===== config.mk =====
export PLATFORM = sky130hd
export DESIGN_NAME = dik_pipe_ctrl
export DESIGN_NICKNAME = d
export VERILOG_FILES = /design/src/sv/delta_inverse_kinematics_core_defines.svh /design/src/sv/dik_pkg.sv /design/src/sv/dik_pipe_ctrl.sv
export SDC_FILE = /design/constraint.sdc
export NUM_CORES = 1
export LEC_CHECK = 0
export ABC_AREA = 1
export BUFFER_PORTS_ARGS = -buffer_cell sky130_fd_sc_hd__buf_2
export CAP_MARGIN = 20
export CELL_PAD_IN_SITES_DETAIL_PLACEMENT = 0
export CELL_PAD_IN_SITES_GLOBAL_PLACEMENT = 1
export CORE_ASPECT_RATIO = 1.25
export CORE_MARGIN = 5
export CORE_UTILIZATION = 30
export DETAILED_ROUTE_END_ITERATION = 8
export GPL_TIMING_DRIVEN = 0
export PLACE_DENSITY = 0.84
export SYNTH_ARGS = -nofsm -noshare
export SYNTH_HDL_FRONTEND = slang
export SYNTH_SLANG_ARGS = --single-unit

===== constraint.sdc =====
create_clock -name clk -period 3 [get_ports clk]
set_input_delay 0.6 -clock clk [delete_from_list [all_inputs] [get_ports clk]]
set_output_delay 0.6 -clock clk [all_outputs]
set_load 0.03 [all_outputs]

===== src/sv/delta_inverse_kinematics_core_defines.svh =====
// assertion macros shared by the delta kinematics rtl
// the asserting module supplies clk and rst_n
`ifndef DELTA_INVERSE_KINEMATICS_CORE_DEFINES_SVH
`define DELTA_INVERSE_KINEMATICS_CORE_DEFINES_SVH

// same-cycle implication, checked out of reset
`define DIK_ASSERT_IMP(label, ante, cons) \
    label: assert property (@(posedge clk) disable iff (!rst_n) (ante) |-> (cons)) \
        else $error("dik assertion failed");

// next-cycle implication, checked out of reset
`define DIK_ASSERT_NEXT(label, ante, cons) \
    label: assert property (@(posedge clk) disable iff (!rst_n) (ante) |=> (cons)) \
        else $error("dik assertion failed");

`endif


===== src/sv/dik_pkg.sv =====
`timescale 1ns / 1ps
`default_nettype none

package dik_pkg;

    // field widths
    localparam int POS_W  = 28;
    localparam int ROD_W  = 54;
    localparam int OUT_W  = 30;
    localparam int DIFF_W = POS_W + 1;
    localparam int SQ_W   = 2 * DIFF_W;
    localparam int ROOT_W = ROD_W / 2;
    localparam int REM_W  = ROOT_W + 1;

    // pipeline layout
    localparam int FRONT_STAGES = 3;
    localparam int SQRT_STAGES  = ROOT_W;
    localparam int PIPE_STAGES  = FRONT_STAGES + SQRT_STAGES + 1;

    // configuration port
    localparam int CFG_IDX_W = 4;

    typedef logic signed [POS_W-1:0] pos_t;
    typedef logic [ROD_W-1:0]        rod_t;
    typedef logic [ROOT_W-1:0]       root_t;

    typedef enum logic [CFG_IDX_W-1:0] {
        CFG_ROD_LENGTH_SQUARED = 4'd0,
        CFG_TOWER_ONE_X        = 4'd1,
        CFG_TOWER_ONE_Y        = 4'd2,
        CFG_TOWER_TWO_X        = 4'd3,
        CFG_TOWER_TWO_Y        = 4'd4,
        CFG_TOWER_THREE_X      = 4'd5,
        CFG_TOWER_THREE_Y      = 4'd6,
        CFG_AXIS_OFFSET        = 4'd7
    } cfg_reg_t;

    // per-stage load enables and valid bits
    typedef struct packed {
        logic [PIPE_STAGES-1:0] load;
        logic [PIPE_STAGES-1:0] valid;
    } pipe_ctrl_t;

endpackage

`default_nettype wire


===== src/sv/dik_pipe_ctrl.sv =====
`timescale 1ns / 1ps
`default_nettype none

module dik_pipe_ctrl (
    input  wire logic               clk,
    input  wire logic               rst_n,
    input  wire logic               in_valid,
    input  wire logic               out_stall,
    output logic                    in_stall,
    output dik_pkg::pipe_ctrl_t     ctrl
);

    logic [dik_pkg::PIPE_STAGES-1:0] valid_reg;
    logic [dik_pkg::PIPE_STAGES-1:0] valid_next;
    logic [dik_pkg::PIPE_STAGES:0]   ready;

    // a stage may load when it is empty or its content moves on
    always_comb
    begin
        ready[dik_pkg::PIPE_STAGES] = !out_stall;
        for (int i = dik_pkg::PIPE_STAGES - 1; i >= 0; i--)
        begin
            ready[i] = !valid_reg[i] || ready[i+1];
        end
    end

    // valid bits follow the data
    always_comb
    begin
        valid_next = valid_reg;
        if (ready[0])
        begin
            valid_next[0] = in_valid;
        end
        for (int i = 1; i < dik_pkg::PIPE_STAGES; i++)
        begin
            if (ready[i])
            begin
                valid_next[i] = valid_reg[i-1];
            end
        end
    end

    always_ff @(posedge clk or negedge rst_n)
    begin
        if (!rst_n)
        begin
            valid_reg <= '0;
        end
        else
        begin
            valid_reg <= valid_next;
        end
    end

    assign ctrl.load  = ready[dik_pkg::PIPE_STAGES-1:0];
    assign ctrl.valid = valid_reg;
    assign in_stall   = !ready[0];

endmodule

`default_nettype wire


## After elaboration in Yosys (flattened, before gate mapping)

Cells that the tools add are included.

| word-level totals | value |
|---|---|
| output and inout bits | 63 |
| logic and storage cells | 95 |
| bits of input ports | 4 |
| flip-flop bits (word level) | 31 |

| cells by class | value |
|---|---|
| reduce and logical (&&, ||, !) cells | 64 |

Operators by type and width:

| cell | count |
|---|---|
| 1-bit logical NOT | 33 |
| 1-bit logical OR | 31 |

## Logic depth before layout (Yosys ltp)

| depth | value |
|---|---|
| depth after elaboration | 33 |
| gate-level depth with buffers | 16 |
| mapped depth without buffers | 16 |

## Worst setup path before layout

OpenSTA, ideal clock, no wires.

| timing | value |
|---|---|
| path kind | register -> output |
| start | register valid_reg[30] (netlist name) |
| end | output port in_stall |
| arrival | 3932 ps |
| stages on the path, launching flop included | 17 |
| slack | -1532 ps |
| data required time | 2400 ps |
| buffers on the path | 0 |
| cells stage by stage | dfrtp_1 nand4_4 nor2_4 nand4_4 nor2_4 nand4_4 nor2_4 nand4_4 nor2_4 nand4_4 nor2_4 nand4_4 nor2_4 nand4_4 nor2_4 nand4_2 inv_1 |

RTL lines:

| element | line | text |
|---|---|---|
| start: declaration | dik_pipe_ctrl.sv:13 | `logic [dik_pkg::PIPE_STAGES-1:0] valid_reg;` |
| start signal: assignment | dik_pipe_ctrl.sv:52 | `valid_reg <= valid_next;` |
| end: declaration | dik_pipe_ctrl.sv:9 | `output logic in_stall,` |

## Worst setup path in the final report

| timing | value |
|---|---|
| start | input port out_stall |
| end | output port in_stall |

| on the way | value |
|---|---|
| longest elaborated chain between the ends | 33 |

Ends and longest elaborated chain:

| element | line | text |
|---|---|---|
| start: declaration | dik_pipe_ctrl.sv:8 | `input wire logic out_stall,` |
| 1-bit logical NOT | dik_pipe_ctrl.sv:20 | `ready[dik_pkg::PIPE_STAGES] = !out_stall;` |
| 1-bit logical OR (31 in series) | dik_pipe_ctrl.sv:23 | `ready[i] = !valid_reg[i] \|\| ready[i+1];` |
| 1-bit logical NOT | dik_pipe_ctrl.sv:58 | `assign in_stall = !ready[0];` |

No other way between the ends.

==> out/results.ini <==
[outcome]
status = finished, violations left
violations = setup timing

[drt]
vias = 1147
postRouteAntennaNets = 0
avgViaCountPerCell = 4.096
routed_wirelength_mm = 3.133
first_pass_iters = 4
wl_per_cell_um = 11.19
post-route-drc-count = 0
drtIter0Drc = 19

[global_routing]
use_met2_pct = 20.38
grt_pass1_vias = 1195
grt_use_met3_pct = 4.739
antenna_found_initial = 0
grt_pass1_wl_mm = 5.575
grt_max_degree = 32
grt-busiest-layer = met2
grt_use_met1_pct = 13.01
grt_use_total_pct = 11.77
grt_overflow = 0

[sta]
hold_viol_final = 0
max_slew_margin_pct = 53.35
fin_crit_sh_pct = 111.6
period_minus_slack_ns = 3.348
rsz0062_at_grt = yes
fin_tns_setup_ns = -1.989
setup_slack_ns = -0.3484
timing.hold.ws_ns = 0.3632
setup_viol = 9
skew_ns = 0.007551
fmax_mhz = 298.6
slew_viol_final = 0
tightest_slew_ns = 0.6997

[power]
finalPower_mw = 1.353
powerDensity_nw_per_um2 = 650.2
p_leak_nw = 1.084
peakVddDrop_uv = 233.1

[die]
row_count = 27
initial_core_util_pct = 30.63
io_pins = 67
die_height_um = 84.86
core_um2 = 4392
die-width_um = 69.89
fp.dieArea_um2 = 5931

[worst_setup_path]
crit_fanout = 5
r2r_start = valid_reg[29]
cp.arrival_ns = 2.75
path_class = input pin to output port
setup.worst_path.start = out_stall
crit_path_end_kind = output port
cp-start-kind = input pin
worstPathRequired_ns = 2.40

[finish]
antennaDiodeCount = 0
synthToLayoutAreaGrowth_pct = 54.70
most-common-layout-cells = buf_2 (55), nand2_1 (32), inv_1 (30)
fin_cells = 280
fin_util_pct = 47.38
design_area_um2 = 2081
drive_gt1_share_pct = 55.41
fill_cells = 437
final_common_cell = buf_2
largest_reg_flops = 31
final_nets = 225

[synthesis]
syn_inst = 125
yosys_warnings = 0
synth-seq-area-share_pct = 57.67
ys_ff_latch = 31
synth_nets = 129
syn_avg_cell_area_um2 = 10.76
synthesis.area_um2 = 1345
ys_types = 10

[hold_path]
min_path_type = input pin to async pin

[placed_design]
routabilityCongestion = 0.7641
place_area_um2 = 1763
io_buffers = 66
place_inst = 249
hpwlAfterDp_mm = 2.217
post-place-ws_ns = -0.7775

[cts]
root_buffer = clkbuf_8
insertion_delay_ns = 0.28
clk_pin_slew_ns = 0.07
cts.sinks = 31
tritoncts = done
cts-hold-fix-buffers = 0
clock_path_buffers = 2
h-tree-depth = 2
cts_buffers = 5

[job]
cap_violations = 0

[worst max-delay path, cell delays in order]
cell and delay (ns):
buf_6 0.09, nand4_4 0.12, nor2_4 0.13, nand4_4 0.10, nor2_4 0.14, nand4_4 0.10
nor2_4 0.13, nand4_4 0.10, nor2_4 0.14, nand4_4 0.10, nor2_4 0.13, nand4_4 0.11
nor2_4 0.14, nand4_4 0.11, nor2_4 0.18, nand4_4 0.13, inv_4 0.07, buf_6 0.12
[Yosys cell counts (all sizes together)]
master | count | area (um2)
inv | 32 | 120.1
nand2 | 32 | 120.1
dfrtp | 31 | 775.7
nand3 | 8 | 45.04
nand4 | 8 | 161.4
nor2 | 7 | 78.83
or2 | 7 | 43.80
[cell families after synthesis]
kind of cell	Yosys count	share of synthesized area [%]
DFF	31	57.67
and+or+nand+nor	62	33.40
buffers and inverters	32	8.931
[power breakdown]
part           total, mW  internal (mW)  leakage (nW)  switching, mW
Sequential         0.519          0.463         0.314         0.0558
Clock              0.336          0.185        0.0482          0.152
Combinational      0.498          0.163         0.721          0.334
Total               1.35          0.811          1.08          0.542
[final timing paths]
check / endpoint / slack, ns / depth (start not counted)
setup / recovery: in_stall / -0.35 / 18
hold reg to reg: valid_reg[24] / 0.51 / 2
min in group clk: valid_reg[0] / 0.50 / 3
max in group asynchronous: valid_reg[29] / 2.15 / 1
setup reg to reg: valid_reg[0] / 0.35 / 18
hold / removal: valid_reg[26] / 0.36 / 1
[routing by layer]
metal / wire length, um / share of wire (%)
met1: 1241 / 40
met2: 1549 / 49
met3: 299 / 9.5
met4: 43 / 1.4
met5: 0 / 0
[layout make-up]
type	instances	area [um2]	area share, %
Clock buffer	7	86.33	4.149
Clock inverter	1	5.005	0.2405
Inverter	32	122.6	5.893
Sequential cell	31	779.5	37.46
Multi-Input combinational cell	62	457.9	22.01
Tap cell	58	72.57	3.488
Timing Repair Buffer	89	556.8	26.76
[repair_timing]
item | in CTS | in global routing
gates resized for setup | 16 | 4
setup buffers | 17 | 6
pin swaps | 8 | 8
setup endpoints to repair | 13 | 13
Power figures use the tool's default switching activity.
