## config.mk

```make
export PLATFORM = sky130hd
export DESIGN_NAME = dik_radicand
export DESIGN_NICKNAME = d
export VERILOG_FILES = /design/src/sv/delta_inverse_kinematics_core_defines.svh /design/src/sv/dik_pkg.sv /design/src/sv/dik_radicand.sv
export SDC_FILE = /design/constraint.sdc
export NUM_CORES = 2
export LEC_CHECK = 0
export BUFFER_PORTS_ARGS = -buffer_cell sky130_fd_sc_hd__buf_4
export CORE_MARGIN = 5
export CORE_UTILIZATION = 55
export DETAILED_ROUTE_END_ITERATION = 10
export PLACE_DENSITY = 0.72
export SYNTH_ARGS = -nofsm -noshare
export SYNTH_HDL_FRONTEND = slang
export SYNTH_SLANG_ARGS = --single-unit
```

## constraint.sdc

```tcl
create_clock -name clk -period 11.1 [get_ports clk]
set_input_delay 1.11 -clock clk [delete_from_list [all_inputs] [get_ports clk]]
set_output_delay 1.11 -clock clk [all_outputs]
set_load 0.005 [all_outputs]
```

## src/sv/delta_inverse_kinematics_core_defines.svh

```systemverilog
// assertion macros shared by the delta kinematics rtl
// the asserting module supplies clk and rst_n
`ifndef DELTA_INVERSE_KINEMATICS_CORE_DEFINES_SVH
`define DELTA_INVERSE_KINEMATICS_CORE_DEFINES_SVH

// same-cycle implication, checked out of reset
`define DIK_ASSERT_IMP(label, ante, cons) \
    label: assert property (@(posedge clk) disable iff (!rst_n) (ante) |-> (cons)) \
        else $error("dik assertion failed");

// next-cycle implication, checked out of reset
`define DIK_ASSERT_NEXT(label, ante, cons) \
    label: assert property (@(posedge clk) disable iff (!rst_n) (ante) |=> (cons)) \
        else $error("dik assertion failed");

`endif

```

## src/sv/dik_pkg.sv

```systemverilog
`timescale 1ns / 1ps
`default_nettype none

package dik_pkg;

    // field widths
    localparam int POS_W  = 28;
    localparam int ROD_W  = 54;
    localparam int OUT_W  = 30;
    localparam int DIFF_W = POS_W + 1;
    localparam int SQ_W   = 2 * DIFF_W;
    localparam int ROOT_W = ROD_W / 2;
    localparam int REM_W  = ROOT_W + 1;

    // pipeline layout
    localparam int FRONT_STAGES = 3;
    localparam int SQRT_STAGES  = ROOT_W;
    localparam int PIPE_STAGES  = FRONT_STAGES + SQRT_STAGES + 1;

    // configuration port
    localparam int CFG_IDX_W = 4;

    typedef logic signed [POS_W-1:0] pos_t;
    typedef logic [ROD_W-1:0]        rod_t;
    typedef logic [ROOT_W-1:0]       root_t;

    typedef enum logic [CFG_IDX_W-1:0] {
        CFG_ROD_LENGTH_SQUARED = 4'd0,
        CFG_TOWER_ONE_X        = 4'd1,
        CFG_TOWER_ONE_Y        = 4'd2,
        CFG_TOWER_TWO_X        = 4'd3,
        CFG_TOWER_TWO_Y        = 4'd4,
        CFG_TOWER_THREE_X      = 4'd5,
        CFG_TOWER_THREE_Y      = 4'd6,
        CFG_AXIS_OFFSET        = 4'd7
    } cfg_reg_t;

    // per-stage load enables and valid bits
    typedef struct packed {
        logic [PIPE_STAGES-1:0] load;
        logic [PIPE_STAGES-1:0] valid;
    } pipe_ctrl_t;

endpackage

`default_nettype wire

```

## src/sv/dik_radicand.sv

```systemverilog
`timescale 1ns / 1ps
`default_nettype none

module dik_radicand (
    input  wire logic                                     clk,
    input  wire logic [dik_pkg::FRONT_STAGES-1:0]         load,
    input  wire dik_pkg::pos_t                            tower_x,
    input  wire dik_pkg::pos_t                            tower_y,
    input  wire dik_pkg::rod_t                            rod,
    input  wire dik_pkg::pos_t                            target_x,
    input  wire dik_pkg::pos_t                            target_y,
    output dik_pkg::rod_t                                 radicand,
    output logic                                          bad
);

    logic signed [dik_pkg::DIFF_W-1:0] dx;
    logic signed [dik_pkg::DIFF_W-1:0] dy;
    logic [dik_pkg::DIFF_W-1:0]        mag_x_reg;
    logic [dik_pkg::DIFF_W-1:0]        mag_y_reg;
    logic [dik_pkg::SQ_W-1:0]          sq_x_reg;
    logic [dik_pkg::SQ_W-1:0]          sq_y_reg;
    logic [dik_pkg::SQ_W-1:0]          sum;
    logic                              over;
    dik_pkg::rod_t                     radicand_reg;
    logic                              bad_reg;

    // stage one: offsets from the tower and their magnitudes
    assign dx = dik_pkg::DIFF_W'(tower_x) - dik_pkg::DIFF_W'(target_x);
    assign dy = dik_pkg::DIFF_W'(tower_y) - dik_pkg::DIFF_W'(target_y);

    always_ff @(posedge clk)
    begin
        if (load[0])
        begin
            mag_x_reg <= dx[dik_pkg::DIFF_W-1] ? $unsigned(-dx) : $unsigned(dx);
            mag_y_reg <= dy[dik_pkg::DIFF_W-1] ? $unsigned(-dy) : $unsigned(dy);
        end
    end

    // stage two: squares
    always_ff @(posedge clk)
    begin
        if (load[1])
        begin
            sq_x_reg <= mag_x_reg * mag_x_reg;
            sq_y_reg <= mag_y_reg * mag_y_reg;
        end
    end

    // stage three: radicand and reach check
    assign sum  = sq_x_reg + sq_y_reg;
    assign over = sum > dik_pkg::SQ_W'(rod);

    always_ff @(posedge clk)
    begin
        if (load[2])
        begin
            bad_reg      <= over;
            radicand_reg <= over ? '0 : rod - sum[dik_pkg::ROD_W-1:0];
        end
    end

    assign radicand = radicand_reg;
    assign bad      = bad_reg;

endmodule

`default_nettype wire

```

# Word-level counts from Yosys, hierarchy flattened
# Index checks and enable logic that the tools add are counted.
# op_classes
n_addsub,6
order_cmp,1
n_mul,2
n_mux,2
# op_table
cell,n
$mul A29 B29 Y58,2
$add A58 B58 Y58,1
$gt A58 B54 Y1,1
$neg A29 Y29,2
$sub A28 B28 Y29,2
$mux W28,2
$sub A54 B54 Y54,1
# totals
out_inout_bits,55
inputBits,170
wordCells,19
register_bits,229

# Logic depth before layout (Yosys ltp)
# depth
ltp_word,3
ltp_mapped,31
ltp_nobuf,30

# Least setup slack after synthesis
# OpenSTA, ideal clock, no wires.
# synth_path
path_kind,reg2reg
from,register mag_y_reg[17] in the netlist's numbering
to,"register sq_y_reg[56] in the netlist's numbering, data pin"
setup_time_ns,0.264
path_stages_with_launch,29
arrival_ns,7.581
period_less_slack_ns,7.845
path_slack_ns,3.255
required_time_ns,10.836
n_path_buf,2
path_cell_list,edfxtp_1 clkbuf_1 clkbuf_1 nand2_1 fa_1 inv_1 fa_1 inv_1 fa_1 fa_1 inv_1 fa_1 fa_1 fa_1 inv_1 fa_1 inv_1 ha_1 and4_1 nand3_1 nor2_1 nand2_1 a21o_1 a2111oi_0 nor3_1 o31a_1 o21ai_0 a221oi_1 xnor2_1
# synth_via
elab_chain_cells,1
# synth_rtl
item,line_no,text
"start, declared",dik_radicand.sv:19,logic [dik_pkg::DIFF_W-1:0] mag_y_reg;
"start signal, assigned",dik_radicand.sv:36,mag_y_reg <= dy[dik_pkg::DIFF_W-1] ? $unsigned(-dy) : $unsigned(dy);
$mul A29 B29 Y58,dik_radicand.sv:46,sq_y_reg <= mag_y_reg * mag_y_reg;
"end signal, assigned",dik_radicand.sv:46,
"end, declared",dik_radicand.sv:21,logic [dik_pkg::SQ_W-1:0] sq_y_reg;
# Every way passes these cells.
# A chain may end at the register's enable or synchronous reset.

# Worst setup path after layout
# layout_path
from,register mag_y_reg[3] in the netlist's numbering
to,"register sq_y_reg[57] in the netlist's numbering, data pin"
# The elaborated chain is that of the path after synthesis.

==> results_dict.tcl <==
set metrics [dict create \
    port_buffers 224 \
    clk_latency_ps 660 \
    die_area_um2 127900 \
    finalSetupViolCount 0 \
    worstPathRequired_ps 11580 \
    startpoint "mag_y_reg[3]$_DFFE_PP_" \
    synth-edff-count 227 \
    netlist_instances 7138 \
    synthArstFlopShare_pct 0 \
    via_count 48550 \
    layout-drive-gt1-share_pct 5.456 \
    synth_top_area_share_pct 39.25 \
    cts.path.max_buffers 3 \
    grt_pass1_vias 51850 \
    min_path_cells 1 \
    coreArea_um2 120000 \
    synth-seq-cells 227 \
    cts_tree "done" \
    routabilityCongestion 0.9497 \
    rr_endpoint "sq_y_reg[57]$_DFFE_PP_" \
    ys_seq_area_share_pct 10.26 \
    drv_cap 0 \
    routed_wirelength_um 168100 \
    crit_fanout 18 \
    viasPerCell 5.460 \
    grt_usage_pct 26.87 \
    num_io_pins 225 \
    antenna_left 0 \
    synth_cell_types 89 \
    htreeDepth 1 \
    first_iter_violations 2954 \
    drc_errors 0 \
    dp_hpwl_um 140800 \
    worst_ep_arrival_time_ps 9860 \
    synth_nets 9339 \
    grt_setup_unrepaired "false" \
    n_fill_cell 10350 \
    hold_viol_final 0 \
    hp-start "mag_y_reg[0]$_DFFE_PP_" \
    synth.area.top_cells "fa_1 (39%), ha_1 (14%), inv_1 (11%)" \
    cpMostUsedCell "fa_1" \
    hold_end "sq_y_reg[0]$_DFFE_PP_" \
    synthFlopType "edfxtp_1" \
    clockRootBuffer "clkbuf_16" \
    cts_setup_buffers 0 \
    start_kind "flop" \
    yosysWarnings 0 \
    fp-row-count 127 \
    start_util_pct 55.40 \
    grt_overflow 0 \
    clkSlewWorstSetupHoldPaths_ps 60 \
    synth_area_um2 66460 \
    status "complete, no violations" \
    grt_pass1_wl_um 271700 \
    end_kind "flop" \
    post_drt_wl_per_cell_um 18.90 \
    regToRegStartpoint "mag_y_reg[3]$_DFFE_PP_" \
    fmax_ghz 0.1067 \
    post-route-min-period_ps 9371 \
    slew_violations 0 \
    rrSetupSlack_ps 1730 \
    postCtsHoldBufs 0 \
    syn_avg_cell_area_um2 9.311 \
    yosys.area.top_type "fa_1" \
    cp_slowest_stage_delay_ps 760 \
    grt_max_degree 60 \
    slowest_stage "edfxtp_1" \
    area_delta_synth_final_pct 6.676 \
    chipWidth_um 357.6 \
    fin_crit_sh_pct 84.42 \
    antenna_found_initial 3 \
    hp-class "reg2reg" \
    post_cts_resized 0 \
    skew_ps 61.26 \
    final_nets 9453 \
    cts_buffers 31 \
    cts_sinks 227 \
    reg2reg_depth 26 \
    dr.pass1.iters 5 \
    relSlewSlack_pct 20.87 \
    tns_ps 0 \
    chipHeight_um 357.6 \
    worstMarginPinSlew_ps 1187 \
    crit_type "reg2reg" \
]
worst max-delay path: cells and delay by family, from the launching register on:
family | cells | cell delay, ps
adder cells (fa/ha/maj) | 9 | 4350
AO/OA/AOI/OAI | 7 | 2740
AND/OR/NAND/NOR | 3 | 650
buffers and inverters | 7 | 710
flip-flops | 1 | 760
metal layers:
metal  part of all wire, %  routed length [um]  GRT usage [%]  vias to the layer above
met3                   7.8               13150          4.633                      315
met4                   3.0                5084          6.908                        2
met5                0.0077                  13              0                        -
met1                    42               70990          37.31                    24400
li1                      -                   -              -                    22220
met2                    47               78820          44.24                     1609
cells in the mapped netlist (7+ instances only):
cell,number
a2111oi_0,8
a211o_1,7
a211oi_1,28
a21boi_0,13
a21o_1,165
a21oi_1,290
a221o_1,7
a221oi_1,10
a31o_2,14
a31oi_1,23
and2_1,377
and3_1,39
and4_1,10
buf_2,9
clkbuf_1,200
edfxtp_1,227
fa_1,1303
ha_1,728
inv_1,1868
mux2i_1,8
nand2_1,547
nand2b_1,43
nand3_1,61
nand4_1,40
nor2_1,247
nor2b_1,42
nor3_1,49
nor3b_1,7
nor4_1,14
o2111ai_1,7
o211ai_1,14
o21a_1,39
o21ai_0,160
o21bai_1,41
o31a_1,9
o31ai_1,17
or2_2,14
or3_1,21
xnor2_1,206
xor2_1,125
how the worst max path moves through the flow:
stage / end / cells past startpoint
after floorplan: sq_y_reg[56]$_DFFE_PP_ / 28
after global placement: sq_y_reg[56]$_DFFE_PP_ / 28
after detailed placement: sq_y_reg[57]$_DFFE_PP_ / 26
after CTS: sq_y_reg[57]$_DFFE_PP_ / 26
after global routing: sq_y_reg[56]$_DFFE_PP_ / 28
final: sq_y_reg[57]$_DFFE_PP_ / 26
stage by stage:
stage                     worst slack (ps)  area (um2)  hold slack, ps  util, %  instances
after floorplan                       3255       66460           490.8        -       7138
after global placement                2141       69880           841.0    58.24       8831
after detailed placement              1867       69880           862.7    58.24       8831
after CTS                             1811       70890           896.5    59.09       8888
after global routing                  1333       70890           958.5    59.09       8888
final                                 1729       70900           921.4    59.09       8891
cell families (layout without fill, tap and decap cells):
kind of cell | Yosys count | after routing | share of synthesized area, %
AND/OR/NAND/NOR | 1539 | 1539 | 11.47
multiplexers | 11 | 11 | 0.1713
AO/OA/AOI/OAI | 917 | 917 | 9.001
other | 0 | 3 | 0
flip-flops | 227 | 227 | 10.26
buffers and inverters | 2082 | 2220 | 11.79
XOR/XNOR | 331 | 331 | 4.362
adder cells (fa/ha/maj) | 2031 | 2031 | 52.95
area by class of cell:
| cell class | instances | area (um2) | share of cell area (%) |
|---|---|---|---|
| clock buffer | 34 | 787.0 | 1.110 |
| timing repair buffer | 293 | 2200 | 3.103 |
| tap | 1612 | 2017 | 2.845 |
| inverter | 1870 | 7019 | 9.901 |
| antenna | 3 | 7.507 | 0.01059 |
| sequential | 227 | 6817 | 9.615 |
| clock inverter | 23 | 226.5 | 0.3194 |
| multi-input combinational | 4829 | 51820 | 73.10 |
placed cells by master, fill, tap and decap left out, drive strengths merged, types with 40 or more instances in the layout:
cell type and n:
ha 728, nor2b 42, nand2 548, and2 377
nand3 61, buf 293, o21bai 41, nand4 40
a21oi 290, o21ai 162, edfxtp 227, nor3 51
nor2 247, inv 1873, xnor2 206, a21o 165
nand2b 43, xor2 125, fa 1303
Power is left out: the tool's default activity adds up to more than one toggle a clock period on the data nets, which glitch-free logic cannot reach.
