`config.mk`:
```
export PLATFORM = sky130hd
export DESIGN_NAME = dik_sqrt
export DESIGN_NICKNAME = d
export VERILOG_FILES = /design/src/sv/delta_inverse_kinematics_core_defines.svh /design/src/sv/dik_pkg.sv /design/src/sv/dik_sqrt.sv
export SDC_FILE = /design/constraint.sdc
export NUM_CORES = 2
export LEC_CHECK = 0
export BUFFER_PORTS_ARGS = -buffer_cell sky130_fd_sc_hd__buf_2
export CAP_MARGIN = 20
export CORE_MARGIN = 10
export CORE_UTILIZATION = 60
export CTS_BUF_LIST = sky130_fd_sc_hd__clkbuf_8
export DETAILED_ROUTE_END_ITERATION = 6
export PLACE_DENSITY = 0.85
export SYNTH_ARGS = -nofsm -noshare
export SYNTH_HDL_FRONTEND = slang
export SYNTH_SLANG_ARGS = --single-unit
```
`constraint.sdc`:
```
create_clock -name clk -period 3.8 [get_ports clk]
set_input_delay 0.57 -clock clk [delete_from_list [all_inputs] [get_ports clk]]
set_output_delay 0.57 -clock clk [all_outputs]
set_load 0.005 [all_outputs]
```
`src/sv/delta_inverse_kinematics_core_defines.svh`:
```
// assertion macros shared by the delta kinematics rtl
// the asserting module supplies clk and rst_n
`ifndef DELTA_INVERSE_KINEMATICS_CORE_DEFINES_SVH
`define DELTA_INVERSE_KINEMATICS_CORE_DEFINES_SVH

// same-cycle implication, checked out of reset
`define DIK_ASSERT_IMP(label, ante, cons) \
    label: assert property (@(posedge clk) disable iff (!rst_n) (ante) |-> (cons)) \
        else $error("dik assertion failed");

// next-cycle implication, checked out of reset
`define DIK_ASSERT_NEXT(label, ante, cons) \
    label: assert property (@(posedge clk) disable iff (!rst_n) (ante) |=> (cons)) \
        else $error("dik assertion failed");

`endif

```
`src/sv/dik_pkg.sv`:
```
`timescale 1ns / 1ps
`default_nettype none

package dik_pkg;

    // field widths
    localparam int POS_W  = 28;
    localparam int ROD_W  = 54;
    localparam int OUT_W  = 30;
    localparam int DIFF_W = POS_W + 1;
    localparam int SQ_W   = 2 * DIFF_W;
    localparam int ROOT_W = ROD_W / 2;
    localparam int REM_W  = ROOT_W + 1;

    // pipeline layout
    localparam int FRONT_STAGES = 3;
    localparam int SQRT_STAGES  = ROOT_W;
    localparam int PIPE_STAGES  = FRONT_STAGES + SQRT_STAGES + 1;

    // configuration port
    localparam int CFG_IDX_W = 4;

    typedef logic signed [POS_W-1:0] pos_t;
    typedef logic [ROD_W-1:0]        rod_t;
    typedef logic [ROOT_W-1:0]       root_t;

    typedef enum logic [CFG_IDX_W-1:0] {
        CFG_ROD_LENGTH_SQUARED = 4'd0,
        CFG_TOWER_ONE_X        = 4'd1,
        CFG_TOWER_ONE_Y        = 4'd2,
        CFG_TOWER_TWO_X        = 4'd3,
        CFG_TOWER_TWO_Y        = 4'd4,
        CFG_TOWER_THREE_X      = 4'd5,
        CFG_TOWER_THREE_Y      = 4'd6,
        CFG_AXIS_OFFSET        = 4'd7
    } cfg_reg_t;

    // per-stage load enables and valid bits
    typedef struct packed {
        logic [PIPE_STAGES-1:0] load;
        logic [PIPE_STAGES-1:0] valid;
    } pipe_ctrl_t;

endpackage

`default_nettype wire

```
`src/sv/dik_sqrt.sv`:
```
`timescale 1ns / 1ps
`default_nettype none

// floor square root, one result bit per stage
module dik_sqrt (
    input  wire logic                                 clk,
    input  wire logic [dik_pkg::SQRT_STAGES-1:0]      load,
    input  wire dik_pkg::rod_t                        radicand,
    output dik_pkg::root_t                            root
);

    localparam int N = dik_pkg::SQRT_STAGES;

    dik_pkg::rod_t                 rad_reg  [0:N-2];
    logic [dik_pkg::REM_W-1:0]     rem_reg  [0:N-2];
    dik_pkg::root_t                root_reg [0:N-1];

    for (genvar k = 0; k < N; k++)
    begin : g_stage
        dik_pkg::rod_t             rad_in;
        logic [dik_pkg::REM_W-1:0] rem_in;
        dik_pkg::root_t            root_in;
        logic [dik_pkg::REM_W+1:0] cur;
        logic [dik_pkg::REM_W+1:0] trial;
        logic                      fits;

        if (k == 0)
        begin : g_first
            assign rad_in  = radicand;
            assign rem_in  = '0;
            assign root_in = '0;
        end
        else
        begin : g_rest
            assign rad_in  = rad_reg[k-1];
            assign rem_in  = rem_reg[k-1];
            assign root_in = root_reg[k-1];
        end

        // bring down the next bit pair and try root*4+1
        assign cur   = {rem_in, rad_in[dik_pkg::ROD_W-1 -: 2]};
        assign trial = {1'b0, root_in, 2'b01};
        assign fits  = cur >= trial;

        always_ff @(posedge clk)
        begin
            if (load[k])
            begin
                root_reg[k] <= {root_in[dik_pkg::ROOT_W-2:0], fits};
            end
        end

        if (k < N - 1)
        begin : g_carry
            always_ff @(posedge clk)
            begin
                if (load[k])
                begin
                    rem_reg[k] <= fits ? dik_pkg::REM_W'(cur - trial)
                                       : cur[dik_pkg::REM_W-1:0];
                    rad_reg[k] <= {rad_in[dik_pkg::ROD_W-3:0], 2'b00};
                end
            end
        end
    end

    assign root = root_reg[N-1];

endmodule

`default_nettype wire

```
### After elaboration in Yosys (flattened, before gate mapping)

Memories as Yosys holds them, arrays and structs flattened.
Cells that the tools add are included.

* add/sub/neg operators: 26
* mux-type cells: 80
* order comparisons: 27

Operators with widths (count)
* 30-bit by 29-bit >= comparator with 1-bit output: 26
* 28-bit 2-to-1 mux: 26
* 28-bit subtractor: 25
* 1-bit 2-to-1 mux: 54
* 2-bit by 1-bit subtractor with 3-bit output (second input constant): 1
* 2-bit by 1-bit >= comparator with 1-bit output (second input constant): 1

* flip-flop bits (word level): 0
* bits in writable memories: 2809
* logic and storage cells: 136
* memories kept: 3
* input bits: 82

Memories
* rad_reg: depth 26, bits a word 52, read ports 26, clocked after Yosys merged registers in 0, wr ports 26, line dik_sqrt.sv:14 `dik_pkg::rod_t rad_reg [0:N-2];`
* root_reg: depth 27, bits a word 27, read ports 27, clocked after Yosys merged registers in 0, wr ports 27, line dik_sqrt.sv:16 `dik_pkg::root_t root_reg [0:N-1];`
* rem_reg: depth 26, bits a word 28, read ports 26, clocked after Yosys merged registers in 0, wr ports 26, line dik_sqrt.sv:15 `logic [dik_pkg::REM_W-1:0] rem_reg [0:N-2];`

### Depth between registers and ports, before layout

An unclocked memory read counts as a cell.

* word-level depth: 3
* mapped depth: 14
* depth with buffers taken out: 12

### Worst setup path after synthesis

Ideal clock, no wire load.

* path kind: reg2reg
* start: memory rem_reg[1][117] (netlist bit)
* end: memory rem_reg[1][147] (netlist bit) (data pin)
* slack: 0.565 ns
* stages on the path, launching flop included: 10
* library setup time: 0.260 ns
* required time: 3.540 ns
* buffers on the path: 2
* arrival time: 2.976 ns
* period minus slack after synthesis: 3.235 ns
* cell sequence: edfxtp_1 > ha_1 > clkbuf_1 > nand4_1 > a31o_2 > o21ai_0 > nand2_1 > o41ai_1 > clkbuf_1 > mux2_2

RTL lines (line)
* from (decl): dik_sqrt.sv:15

==> results.txt <==
- Number of cells in the finished layout apart from fillers: about 8,800
* Area overhead of the layout relative to synthesis: 11.5%
* Number of sinks handled by clock tree synthesis: roughly 1,800
* Syn Area/Cell: 13.0 sq um
* Outcome: finished, violations left
- Clock tree from TritonCTS: yes
- Counting flops with a built-in enable in the synthesized netlist gives 1,770.
* Sequential share of the synthesized area: 0.646
- The share of total power dissipated in the clock network is 0.303.
- Total grt overflow: 0
- Crit path DAT: ~4.3 ns
- Die Y: 390 um
- Endpoint kind of the worst setup timing path: flip-flop
* Total number of vias: around 52,000
- Deepest clock path buffer count: 4
- The clock arrives with 0.0729 ns of skew.
- The register with the most flip-flops in the layout has 702 of them.
* Met3 routed wirelength: 11.0 mm
* M1 wire length: 69.9 mm
- Finished Cell Area: ~92,000 sq um
* Core area: 136,000 sq um
* Initial core utilization: 0.606
- In this run the horizontal extent of the chip is approximately 400 um.
- CTS Buf Count: 300
- Of the total power, the share spent switching nets is 0.286.
- Final worst path period share: 0.951
- Post-Route WL: between 150 and 200 mm
- The root buffer cell chosen for the clock tree is clkbuf_8.
* Sw Pwr: 0.0150 W
- Detail Placement HPWL: 125 mm
- Placer congestion estimate: slightly above 0.9
- Entering global routing, the biggest net connects 80 pins.
* Startpoint class of the critical path: flip-flop
* Netlist area before placement: 82,300 sq um
- Count of unresolved DRC violations after routing: 2
- Setup violations remaining at the end of the flow were counted as 0.
* Max IR drop VDD: about 0.50 mV
- Post-CTS setup-driven buffer insertion count: 0
* Class of the most critical hold timing path: in -> reg
- Of the post-synthesis cell area, the dominant cell type holds 0.646.
- Number of placement rows: 135
* H-Tree Depth: 5
- Most used flip-flop cell after synthesis: edfxtp_1
- Floorplan die area: 152,000 sq um
- Worst Slack Setup Final: 0.188 ns
- In the synthesized netlist the async set-or-reset flop fraction comes to 0.
* Antenna violations before repair: 4
- Dividing the detail-routed wire length by the instance count gives 20.4 um.
* Number of max-capacitance violations reported: 0
* FF+latch count, synth: 1,770
- Detailed-router iteration count before antenna repair: 7
- Number of placed I/O pins: 109
* Dominant cell type by area after synthesis: edfxtp_1
- In this run the static leakage power is between 30 and 40 nW.
- In the final timing run, aggregate negative setup slack is 0 ns.
* Fraction of layout cells with a size suffix above 1: 0.100
- The count of pins over their slew limit is 0.
* Skew-Pair Late Insertion Delay: 0.96 ns
- Synthesized netlist net count: 6,836
- Ratio of total power to cell area: approximately 570 nW/um^2
* CP max FO: 34
- Number of global-route vias before repair: 52,100
- Clock slew at the register clock pins of the worst setup and hold paths: 0.06 ns
- Based on the critical path, the design can be clocked at up to ~280 MHz.
* Antenna-violating nets left: 0
- Worst slew pin tran: 1.07 ns
- Port buffering added 108 buffers.
* Sequential group share of total power: 0.499
- Drt initial violations: 4,549
- The share of total power dissipated in combinational logic is 0.198.
* Total of warnings raised by yosys: 0
- Violations in the final reports: DRC
- The internal power of the cells totals between 0.03 and 0.04 W.
* Synth top area cells: edfxtp_1, ha_1, xnor2_1
- Worst setup path class: reg -> reg
* Number of instances in the synthesized netlist: between 6,000 and 7,000
* Nets@finish: 7,301
- Worst EP required: 4.48 ns
- Met2 routed wirelength: 90.1 mm
- Final period demand of the worst path: 3.61 ns
- The number of hold violations in the final report was 0.
- Wire length of the first global-routing pass: between 200 and 300 mm
* Number of filler cells placed in the layout: approximately 9,200
* Post-placement cell area: 85,700 sq um
- In this run, distinct cell masters in the synthesized netlist total 82.
* Post-Place Setup Slack: 0.257 ns
- Overall track demand over capacity in global routing: 0.233
* Instance count after placement with tap cells included: 8,233
- Setup repair after global routing left no endpoint under its margin.
- End-of-flow core utilization: 0.676
- Headroom to the max-slew limit came out at 0.288.
* DR vias/cell: 5.92
- Topmost layer with routed signal wires: met5
## Yosys cell counts, drive strengths merged, types with 8 or more instances
| cell type | count |
|---|---|
| a2111oi | 22 |
| nand3b | 24 |
| nand3 | 92 |
| a21o | 149 |
| a211oi | 41 |
| o31ai | 31 |
| edfxtp | 1770 |
| o311ai | 8 |
| xor2 | 259 |
| o2111ai | 15 |
| and2 | 16 |
| nand2 | 418 |
| and3 | 40 |
| and4 | 12 |
| ha | 407 |
| a21boi | 26 |
| nand4b | 10 |
| o211ai | 20 |
| o21bai | 29 |
| o41ai | 11 |
| a31o | 18 |
| nor3 | 150 |
| clkbuf | 89 |
| inv | 524 |
| nand2b | 73 |
| or3 | 54 |
| or4 | 39 |
| a41oi | 9 |
| nor2 | 414 |
| nor2b | 57 |
| xnor2 | 291 |
| a211o | 18 |
| nand4 | 57 |
| or2 | 27 |
| o21ai | 323 |
| a31oi | 46 |
| mux2 | 57 |
| o21a | 87 |
| a21oi | 404 |
| nor4 | 88 |
| nor3b | 18 |
| mux2i | 10 |
| buf | 17 |
## power groups by stage
| stage | combinational, W | sequential, W | clock, W |
|---|---|---|---|
| after detailed placement | 0.0101 | 0.0265 | 0 |
| after global routing | 0.0115 | 0.0263 | 0.0170 |
| after CTS | 0.0103 | 0.0261 | 0.0161 |
| after floorplan | 0.00742 | 0.0257 | 0 |
| after global placement | 0.00987 | 0.0264 | 0 |
| final | 0.0104 | 0.0261 | 0.0159 |
## path summary, 6_finish.rpt
path | startpoint | end | slack (ns) | cells after the start
min reg2reg | rad_reg[0][304] | rad_reg[0][358] | 0.39 | 0
min | load[3] | rad_reg[0][200] | 0.09 | 1
max | rem_reg[1][175] | rem_reg[1][206] | 0.19 | 11
max reg2reg | rem_reg[1][175] | rem_reg[1][206] | 0.19 | 11
## worst max-delay path: stages, from the launching register on
cell and delay, ns:
edfxtp_1 0.39, ha_1 0.37, a21oi_1 0.18, o21ai_0 0.16
a2111oi_0 0.50, a211oi_1 0.09, a311oi_1 0.36, buf_4 0.20
o21a_1 0.24, o2111ai_4 0.26, buf_12 0.26, mux2_2 0.29
## through the flow
| stage | hold slack (ns) | power [W] |
|---|---|---|
| CTS | 0.0216 | 0.0525 |
| finish | 0.0908 | 0.0524 |
| floorplan | 0.400 | 0.0332 |
| global placement | 0.400 | 0.0363 |
| global route | 0.0392 | 0.0549 |
| detailed placement | 0.405 | 0.0366 |
## routing by layer
layer / up-vias / global-route usage
met5: - / 0
met4: 2 / 0.106
met3: 564 / 0.0410
met2: 2064 / 0.403
met1: 24900 / 0.284
li1: 24600 / -
## cells by family after synthesis
logic type,after synthesis,synth area share
AO/OA/AOI/OAI,1318,0.100
XOR/XNOR,550,0.0585
adder cells (fa/ha/maj),407,0.0619
buffers and inverters,631,0.0291
flip-flops,1770,0.646
multiplexers,67,0.00915
other,1,0.0000456
AND/OR/NAND/NOR,1603,0.0956
## cells in the final DEF, fill, tap and decap left out, types with 38 or more instances in the layout
cell           instances
a211oi_1              39
a21o_1               149
a21oi_1              403
a31oi_1               45
and3_1                40
buf_2                106
buf_4                 90
clkbuf_8             306
clkinv_1              67
dlygate4sd3_1         58
edfxtp_1            1770
ha_1                 407
inv_1                594
mux2_2                54
nand2_1              418
nand2b_1              73
nand3_1               92
nand4_1               57
nor2_1               413
nor2b_1               57
nor3_1               150
nor4_1                85
o21a_1                87
o21ai_0              318
or3_1                 53
or4_1                 38
xnor2_1              291
xor2_1               259
## repair_timing
action                                 CTS  global route
resized for setup                        0             9
endpoints found under the hold margin   91             0
setup endpoints to repair                0            34
hold buffers                            58             0
## final cells by class
type	count	area (sq um)	area share
antenna	5	12.5	0.000136
tap	1781	2230	0.0243
sequential	1770	53200	0.579
multi-input combinational	3946	26900	0.293
inverter	525	1970	0.0215
timing repair buffer	269	2080	0.0226
clock inverter	196	1210	0.0132
clock buffer	306	4210	0.0459
(Power assumes the default switching activity.)
